File: src/hw/rtl/bldq_pkg.sv
// Shared types and codes of the bounded deque with linear search.
package bldq_pkg;

	// Operation codes carried in the command word.
	localparam logic [2:0] OP_PUSH_FRONT = 3'd0;
	localparam logic [2:0] OP_PUSH_BACK  = 3'd1;
	localparam logic [2:0] OP_POP_BACK   = 3'd2;
	localparam logic [2:0] OP_POP_FRONT  = 3'd3;
	localparam logic [2:0] OP_SEARCH     = 3'd4;

	// Status codes carried in the response word.
	localparam logic [1:0] STAT_DONE  = 2'd0;
	localparam logic [1:0] STAT_FULL  = 2'd1;
	localparam logic [1:0] STAT_EMPTY = 2'd2;

	typedef logic signed [31:0] elem_t;

	typedef struct packed {
		logic [2:0] operation;
		elem_t      value;
	} cmd_word_t;

	typedef struct packed {
		logic [1:0] status;
		logic       found;
		logic [5:0] position;
		logic [6:0] element_count;
		logic       list_empty;
	} rsp_word_t;

	typedef enum logic [1:0] {
		S_IDLE,
		S_SEARCH,
		S_REPLY
	} ctrl_state_t;

endpackage

File: src/hw/rtl/bounded_list_deque_search_core.sv
// Top level of the bounded deque with linear search: sequencer, store and response register.
//
//   Channel  Handshake             Word        Use
//   cmd      cmd_valid/cmd_stall   cmd_word_t  one operation and its value
//   rsp      rsp_valid/rsp_stall   rsp_word_t  one result per command word
//
// A push or pop is accepted in S_IDLE: the command word is accepted, the store is written
// and pointers are updated in the same cycle, and the result is handed to the response
// register from S_REPLY once that register can take it. A search walks the store one
// element per cycle over the single read port and compares at most CAPACITY elements.
// Reset clears the pointer and count; the store needs no clearing since a
// search only reads slots a push has written. A full response register holds the result
// in S_REPLY, and no new command word is accepted until that result is handed off.
module bounded_list_deque_search_core #(
	parameter int CAPACITY = 64
) (
	input  logic                clk,
	input  logic                arst_n,
	input  logic                cmd_valid,
	output logic                cmd_stall,
	input  bldq_pkg::cmd_word_t cmd,
	output logic                rsp_valid,
	input  logic                rsp_stall,
	output bldq_pkg::rsp_word_t rsp
);
	import bldq_pkg::*;

	// Store index width and element count width (the count must reach CAPACITY).
	localparam int AW = $clog2(CAPACITY);
	localparam int CW = $clog2(CAPACITY + 1);

	logic          wr_en;
	logic [AW-1:0] wr_addr;
	elem_t         wr_data;
	logic          rd_en;
	logic [AW-1:0] rd_addr;
	elem_t         rd_data;

	logic          res_valid;
	logic          res_take;
	rsp_word_t     res;

	logic          rsp_valid_q;
	rsp_word_t     rsp_q;

	bldq_ctrl #(
		.CAPACITY (CAPACITY),
		.AW       (AW),
		.CW       (CW)
	) u_ctrl (
		.clk       (clk),
		.arst_n    (arst_n),
		.cmd_valid (cmd_valid),
		.cmd       (cmd),
		.cmd_stall (cmd_stall),
		.res_valid (res_valid),
		.res_take  (res_take),
		.res       (res),
		.wr_en     (wr_en),
		.wr_addr   (wr_addr),
		.wr_data   (wr_data),
		.rd_en     (rd_en),
		.rd_addr   (rd_addr),
		.rd_data   (rd_data)
	);

	bldq_store #(
		.DEPTH (CAPACITY),
		.AW    (AW)
	) u_store (
		.clk     (clk),
		.wr_en   (wr_en),
		.wr_addr (wr_addr),
		.wr_data (wr_data),
		.rd_en   (rd_en),
		.rd_addr (rd_addr),
		.rd_data (rd_data)
	);

	// The response register takes a new result when it is empty or being drained.
	assign res_take  = !rsp_valid_q || !rsp_stall;
	assign rsp_valid = rsp_valid_q;
	assign rsp       = rsp_q;

	always_ff @(posedge clk or negedge arst_n) begin
		if (!arst_n) begin
			rsp_valid_q <= 1'b0;
		end else if (res_take) begin
			rsp_valid_q <= res_valid;
		end
	end

	always_ff @(posedge clk) begin
		if (res_take && res_valid) begin
			rsp_q <= res;
		end
	end

endmodule

File: src/hw/rtl/bldq_store.sv
// Element store: one write port and one read port with registered read data.
module bldq_store #(
	parameter int DEPTH = 64,
	parameter int AW    = 6
) (
	input  logic           clk,
	input  logic           wr_en,
	input  logic [AW-1:0]  wr_addr,
	input  bldq_pkg::elem_t wr_data,
	input  logic           rd_en,
	input  logic [AW-1:0]  rd_addr,
	output bldq_pkg::elem_t rd_data
);
	import bldq_pkg::*;

	elem_t mem [DEPTH];

	always_ff @(posedge clk) begin
		if (wr_en) begin
			mem[wr_addr] <= wr_data;
		end
	end

	always_ff @(posedge clk) begin
		if (rd_en) begin
			rd_data <= mem[rd_addr];
		end
	end

endmodule

File: src/hw/rtl/bldq_ctrl.sv
// Sequencer: pointer and count update, store access, search walk and result build.
module bldq_ctrl #(
	parameter int CAPACITY = 64,
	parameter int AW       = 6,
	parameter int CW       = 7
) (
	input  logic                clk,
	input  logic                arst_n,
	input  logic                cmd_valid,
	input  bldq_pkg::cmd_word_t cmd,
	output logic                cmd_stall,
	output logic                res_valid,
	input  logic                res_take,
	output bldq_pkg::rsp_word_t res,
	output logic                wr_en,
	output logic [AW-1:0]       wr_addr,
	output bldq_pkg::elem_t     wr_data,
	output logic                rd_en,
	output logic [AW-1:0]       rd_addr,
	input  bldq_pkg::elem_t     rd_data
);
	import bldq_pkg::*;

	localparam logic [AW:0]   CAP_W    = (AW+1)'(CAPACITY);
	localparam logic [AW-1:0] LAST_IDX = AW'(CAPACITY - 1);
	localparam logic [CW-1:0] CAP_C    = CW'(CAPACITY);

	ctrl_state_t state_q, state_d;

	logic [AW-1:0] front_q, front_d;
	logic [CW-1:0] count_q, count_d;
	elem_t         key_q;
	logic [AW-1:0] slot_q;
	logic [AW-1:0] idx_q;
	rsp_word_t     res_q;

	logic          accept;
	logic          full;
	logic          empty;
	logic [AW-1:0] front_dec;
	logic [AW-1:0] front_inc;
	logic [AW:0]   back_sum;
	logic [AW-1:0] back_slot;
	logic [AW-1:0] slot_inc;
	logic          idx_last;
	logic          hit;
	logic [1:0]    status_d;

	assign accept    = cmd_valid && (state_q == S_IDLE);
	assign full      = (count_q == CAP_C);
	assign empty     = (count_q == '0);
	assign front_dec = (front_q == '0) ? LAST_IDX : front_q - AW'(1);
	assign front_inc = (front_q == LAST_IDX) ? '0 : front_q + AW'(1);
	assign slot_inc  = (slot_q == LAST_IDX) ? '0 : slot_q + AW'(1);
	assign back_sum  = (AW+1)'(front_q) + (AW+1)'(count_q);
	assign back_slot = (back_sum >= CAP_W) ? AW'(back_sum - CAP_W) : AW'(back_sum);
	assign idx_last  = ((CW'(idx_q) + CW'(1)) == count_q);
	assign hit       = (rd_data == key_q);
	assign wr_data   = cmd.value;
	assign res       = res_q;

	// Next pointer, count and status of an accepted command.
	always_comb begin
		front_d  = front_q;
		count_d  = count_q;
		status_d = STAT_DONE;
		case (cmd.operation)
			OP_PUSH_FRONT: begin
				if (full) begin
					status_d = STAT_FULL;
				end else begin
					front_d = front_dec;
					count_d = count_q + CW'(1);
				end
			end
			OP_PUSH_BACK: begin
				if (full) begin
					status_d = STAT_FULL;
				end else begin
					count_d = count_q + CW'(1);
				end
			end
			OP_POP_BACK: begin
				if (empty) begin
					status_d = STAT_EMPTY;
				end else begin
					count_d = count_q - CW'(1);
				end
			end
			OP_POP_FRONT: begin
				if (empty) begin
					status_d = STAT_EMPTY;
				end else begin
					front_d = front_inc;
					count_d = count_q - CW'(1);
				end
			end
			default: begin
			end
		endcase
	end

	always_ff @(posedge clk or negedge arst_n) begin
		if (!arst_n) begin
			state_q <= S_IDLE;
		end else begin
			state_q <= state_d;
		end
	end

	always_comb begin
		state_d   = state_q;
		cmd_stall = 1'b1;
		res_valid = 1'b0;
		wr_en     = 1'b0;
		wr_addr   = back_slot;
		rd_en     = 1'b0;
		rd_addr   = slot_q;
		case (state_q)
			S_IDLE: begin
				cmd_stall = 1'b0;
				if (cmd_valid) begin
					state_d = S_REPLY;
					case (cmd.operation)
						OP_PUSH_FRONT: begin
							wr_en   = !full;
							wr_addr = front_dec;
						end
						OP_PUSH_BACK: begin
							wr_en = !full;
						end
						OP_SEARCH: begin
							if (!empty) begin
								rd_en   = 1'b1;
								rd_addr = front_q;
								state_d = S_SEARCH;
							end
						end
						default: begin
						end
					endcase
				end
			end
			S_SEARCH: begin
				// Prefetch the next slot while the current element is compared.
				rd_en = 1'b1;
				if (hit || idx_last) begin
					state_d = S_REPLY;
				end
			end
			S_REPLY: begin
				res_valid = 1'b1;
				if (res_take) begin
					state_d = S_IDLE;
				end
			end
			default: begin
				state_d = S_IDLE;
			end
		endcase
	end

	always_ff @(posedge clk or negedge arst_n) begin
		if (!arst_n) begin
			front_q <= '0;
			count_q <= '0;
		end else if (accept) begin
			front_q <= front_d;
			count_q <= count_d;
		end
	end

	always_ff @(posedge clk) begin
		if (accept) begin
			key_q               <= cmd.value;
			slot_q              <= front_inc;
			idx_q               <= '0;
			res_q.status        <= status_d;
			res_q.found         <= 1'b0;
			res_q.position      <= '0;
			res_q.element_count <= 7'(count_d);
			res_q.list_empty    <= (count_d == '0);
		end else if (state_q == S_SEARCH) begin
			slot_q <= slot_inc;
			idx_q  <= idx_q + AW'(1);
			if (hit) begin
				res_q.found    <= 1'b1;
				res_q.position <= 6'(idx_q);
			end
		end
	end

endmodule

File: config.mk
export PLATFORM = sky130hd
export DESIGN_NAME = bounded_list_deque_search_core
export DESIGN_NICKNAME = d
export VERILOG_FILES = /design/src/hw/rtl/bldq_pkg.sv /design/src/hw/rtl/bounded_list_deque_search_core.sv /design/src/hw/rtl/bldq_store.sv /design/src/hw/rtl/bldq_ctrl.sv
export SDC_FILE = /design/constraint.sdc
export NUM_CORES = 2
export LEC_CHECK = 0
export BUFFER_PORTS_ARGS = -buffer_cell sky130_fd_sc_hd__buf_4
export CORE_MARGIN = 2
export CORE_UTILIZATION = 35
export DETAILED_ROUTE_END_ITERATION = 8
export PLACE_DENSITY = 0.49
export SYNTH_ARGS = -nofsm -noshare
export SYNTH_HDL_FRONTEND = slang
export SYNTH_SLANG_ARGS = --single-unit
File: constraint.sdc
create_clock -name clk -period 8.1 [get_ports clk]
set_input_delay 1.62 -clock clk [delete_from_list [all_inputs] [get_ports clk]]
set_output_delay 1.62 -clock clk [all_outputs]
set_load 0.02 [all_outputs]
==> impl_results.md <==
- CP startpoint kind: input pin
- Post-synthesis sequential area ratio: between 70 and 80%
- Fin crit share: roughly three quarters
- Wire length per cell: roughly 29 µm
- Initial antenna violation count: 19
- Clk_skew: between 0.05 and 0.06 ns
- Most used cell, CP: buf_4
- Die Wd: around 500 µm
- Starting Density: between 30% and 40%
- Most used DFF post-synth: edfxtp_1
- Logic pwr share: between 20% and 30%
- Post-synthesis register bit count: around 2200
- Worst EP required: 8.70 ns
- RSZ-0062 raised after global routing: no
- Root Buffer: clkbuf_16
- Final min period: between 6 and 7 ns
- Worst-skew pair later-pin latency: 0.90 ns
- Clk pin slew, worst setup/hold paths: roughly 0.06 ns
- Post-Syn Area: around 85000 µm²
- GP Congestion: about 0.83
- Clock tree from TritonCTS: yes
- Largest cells by area after synthesis: edfxtp_1 76%, mux2i_1 6.4%, nand2_1 4.4%, o22ai_1 1.7%, nand3_1 1.5%
- Share of cells above drive strength 1: between 10 and 15%
- WHS Endpoint: rsp[15]$_DFFE_PP_
- Worst path top cell family by delay: compound AO/OA/AOI/OAI gates
- Clock share of power: a little under a third
- Die Y: ~500 µm
- Crit path kind: in -> reg
- Reg2reg setup slack: approximately 2.2 ns
- Area occupied by multi-input gates: 18600 µm²
- Final hold viol count: 0
- Violated checks: max-capacitance violations, max-slew violations
- YS warnings: 0
- Worst-margin pin slew: 1.54 ns
- Vias: 49200
- Crit end category: register
- Layout area overhead: 14.0%
- Post-DP HPWL: about 150000 µm
- H-tree levels: 4
- Setup TNS: 0 ns
- MaxCap Viol Count: 1
- Worst vdd ir: slightly below 300 µV
- Cell taking the most area after synthesis: edfxtp_1
- Buf/Inv on CP: 3
- Num CTS Buffers: 220
- R2R Path Start: u_ctrl.count_q[0]$_DFFE_PN0P_
- DR iter-0 viols: approximately 5700
- GRT Total Usage: 20.8%
- Overflow after GRT: 0
- Residual DRC: 0
- Max incr delay on CP: 1.03 ns
- Status: finished with violations
- Final Setup Violations: 0
- FF-to-FF path depth: 12
- Sequential cell area: 65100 µm²
- Hold_buf cts: 0
- Mean Syn Cell Area: roughly 16 µm²
- Max Root-Sink Buffers: 3
- Vias in the first global route: around 47000
- Number of iterations in the first detailed-routing pass: 6
- Cells after Synth: 5465
- First-pass GRT wire length: 365000 µm
- Routed WL: roughly 260000 µm
- CP max stage cell: a211oi_1
- Psw: ~11000 µW
- Int Pwr: roughly 21000 µW
- IO Pins: 58
- Port Buffer Count: 57
- RR Endpoint: u_store.rd_data[29]$_DFFE_PP_
- Reg power frac: 40.9%
- Hold path depth: 0
- Pwr/cell area: between 300 and 400 nW/µm²
- DR vias/cell: about 5.5
- Number of fill cells: about 22000
- Die Area: around 250000 µm²
- WP data arrival: approximately 6.7 ns
- Worst hold path type: reg -> reg
- ANT nets after route: 0
- Synth Net Count: ~5500
- Clock Sinks: roughly 2200
- Crit-path max FO: between 50 and 60
- Async set-reset flop share out of synthesis: less than 1%
- Static leakage: approximately 0.032 µW
- Post-CTS Setup Bufs: 0
- Hold_sp: u_ctrl.res[15]$_DFFE_PP_
- Post-synth top area share: 75.9%
- CTS resizes: 0
- Max-slew headroom: -3.70%
- Core ar.: approximately 240000 µm²
- Max-slew violation count: 2
- Largest net degree at the start of global routing: 111
- Std-Cell Rows: 180
- CP cell instances: buf_4 > or3b_2 > a311o_2 > mux2i_4 > buf_12 > buf_4 > mux2i_1 > a32oi_1 > a211oi_1 > o211ai_1 > nand4b_1
- Post-synth EDFFs: 2145
- Nets: between 5000 and 6000
- Switching Share: a little over a third
- Cell variety after synth: between 60 and 70
- F_max: 164 MHz
- Tot Pwr: between 30000 and 40000 µW
## synthesized netlist by cell type (5+ instances only)
cell / n
a211oi_1: 11
a21oi_1: 118
a222oi_1: 12
a22oi_1: 18
a31oi_1: 104
a32oi_1: 96
and3_1: 27
and4_1: 21
buf_1: 18
buf_2: 109
buf_4: 63
buf_6: 19
buf_8: 5
clkbuf_1: 116
dfrtp_1: 16
dfxtp_1: 13
edfxtp_1: 2145
ha_1: 12
inv_1: 12
mux2i_1: 539
nand2_1: 1000
nand2b_1: 9
nand3_1: 258
nand4_1: 89
nand4b_1: 8
nor2_1: 105
nor3_1: 10
nor4_1: 6
o211ai_1: 9
o21ai_0: 121
o22ai_1: 234
o31ai_1: 5
o41ai_1: 8
or4_1: 13
xnor2_1: 49
xor2_1: 11
## sequential cells by signal, indices dropped and copies added, names as in the netlist
register	flops
u_ctrl.state_q	2
u_ctrl.res	17
u_ctrl.idx_q	6
rsp_valid	1
u_store.mem	2048
u_ctrl.slot_q	6
rsp	17
u_ctrl.count_q	7
u_ctrl.front_q	6
u_store.rd_data	32
u_ctrl.key_q	32
## stage by stage
stage	instance area (µm²)	hold WS [ns]	utilization [%]	cells	worst slack, ns
floorplan	84800	0.400	-	5465	2.88
global placement	89900	0.404	37.4	8567	1.25
detailed placement	89900	0.408	37.4	8567	1.16
CTS	96700	0.422	40.2	8970	2.10
global route	96700	0.427	40.2	8972	1.83
finish	96700	0.420	40.2	8977	2.02
## worst register-to-register path, stage by stage, from the launching register on
cell	delay, ns
dfrtp_1	0.50
inv_1	0.14
ha_1	0.24
nor2b_1	0.31
a311o_2	0.78
mux2i_4	1.07
buf_12	0.39
buf_4	0.34
mux2i_1	0.23
a32oi_1	0.10
a211oi_1	1.03
o211ai_1	0.26
nand4b_1	0.25
## routing by layer
layer | track usage, % | share of wire (%)
met5 | 0 | 0.010
met4 | 5.27 | 2.2
met3 | 3.22 | 6.9
met2 | 33.0 | 47
met1 | 30.0 | 44
## cell type report
type | instances | area share [%]
multi-input combinational | 2948 | 19.2
antenna | 7 | 0.0181
tap | 3185 | 4.12
inverter | 13 | 0.0505
sequential | 2174 | 67.3
timing repair buffer | 247 | 2.33
clock inverter | 124 | 1.02
clock buffer | 279 | 5.96
## logic make-up after synthesis
group | synth area share [%]
flip-flops | 76.7
XOR/XNOR | 0.620
AND/OR/NAND/NOR | 8.00
adder cells (fa/ha/maj) | 0.201
multiplexers | 6.45
AO/OA/AOI/OAI | 5.83
buffers and inverters | 2.19
## cells in the final DEF, fill, tap and decap left out, types with 7 or more instances in the layout
master,synthesis,final
a211oi_1,11,11
a21oi_1,118,117
a222oi_1,12,12
a22oi_1,18,18
a31oi_1,104,99
a32oi_1,96,96
and3_1,27,27
and4_1,21,21
buf_12,0,32
buf_4,63,215
clkbuf_1,116,56
clkbuf_16,0,221
clkinv_1,1,48
clkinv_16,0,7
clkinv_2,0,47
dfrtp_1,16,16
dfxtp_1,13,13
diode_2,0,7
edfxtp_1,2145,2145
ha_1,12,12
inv_1,12,12
mux2i_1,539,535
nand2_1,1000,996
nand2b_1,9,9
nand3_1,258,258
nand4_1,89,89
nand4b_1,8,8
nor2_1,105,41
nor2_4,0,65
nor3_1,10,10
o211ai_1,9,9
o21ai_0,121,120
o22ai_1,234,234
o41ai_1,8,8
or4_1,13,13
xnor2_1,49,49
xor2_1,11,11
## power by group through the flow
stage          combinational [µW]  sequential [µW]  clock, µW
3_3_place_gp                 9060            13300          0
5_1_grt                      9670            13100      10200
2_1_floorplan                5320            13200          0
3_5_place_dp                 9100            13300          0
6_report                     9180            13000       9620
4_1_cts                      9120            13000       9810
## worst max-delay path by stage
| stage | to | startpoint | cells after the start | slack, ns |
|---|---|---|---|---|
| after floorplan | u_store.mem[15][0]$_DFFE_PP_ | cmd_valid | 8 | 2.88 |
| after global placement | u_store.rd_data[29]$_DFFE_PP_ | cmd_valid | 11 | 1.25 |
| after detailed placement | u_store.rd_data[29]$_DFFE_PP_ | cmd_valid | 11 | 1.16 |
| after CTS | u_store.rd_data[29]$_DFFE_PP_ | cmd_valid | 11 | 2.10 |
| after global routing | u_store.rd_data[29]$_DFFE_PP_ | cmd_valid | 11 | 1.83 |
| final | u_store.rd_data[29]$_DFFE_PP_ | cmd_valid | 11 | 2.02 |
No activity file was read; power rests on OpenSTA's default activity.
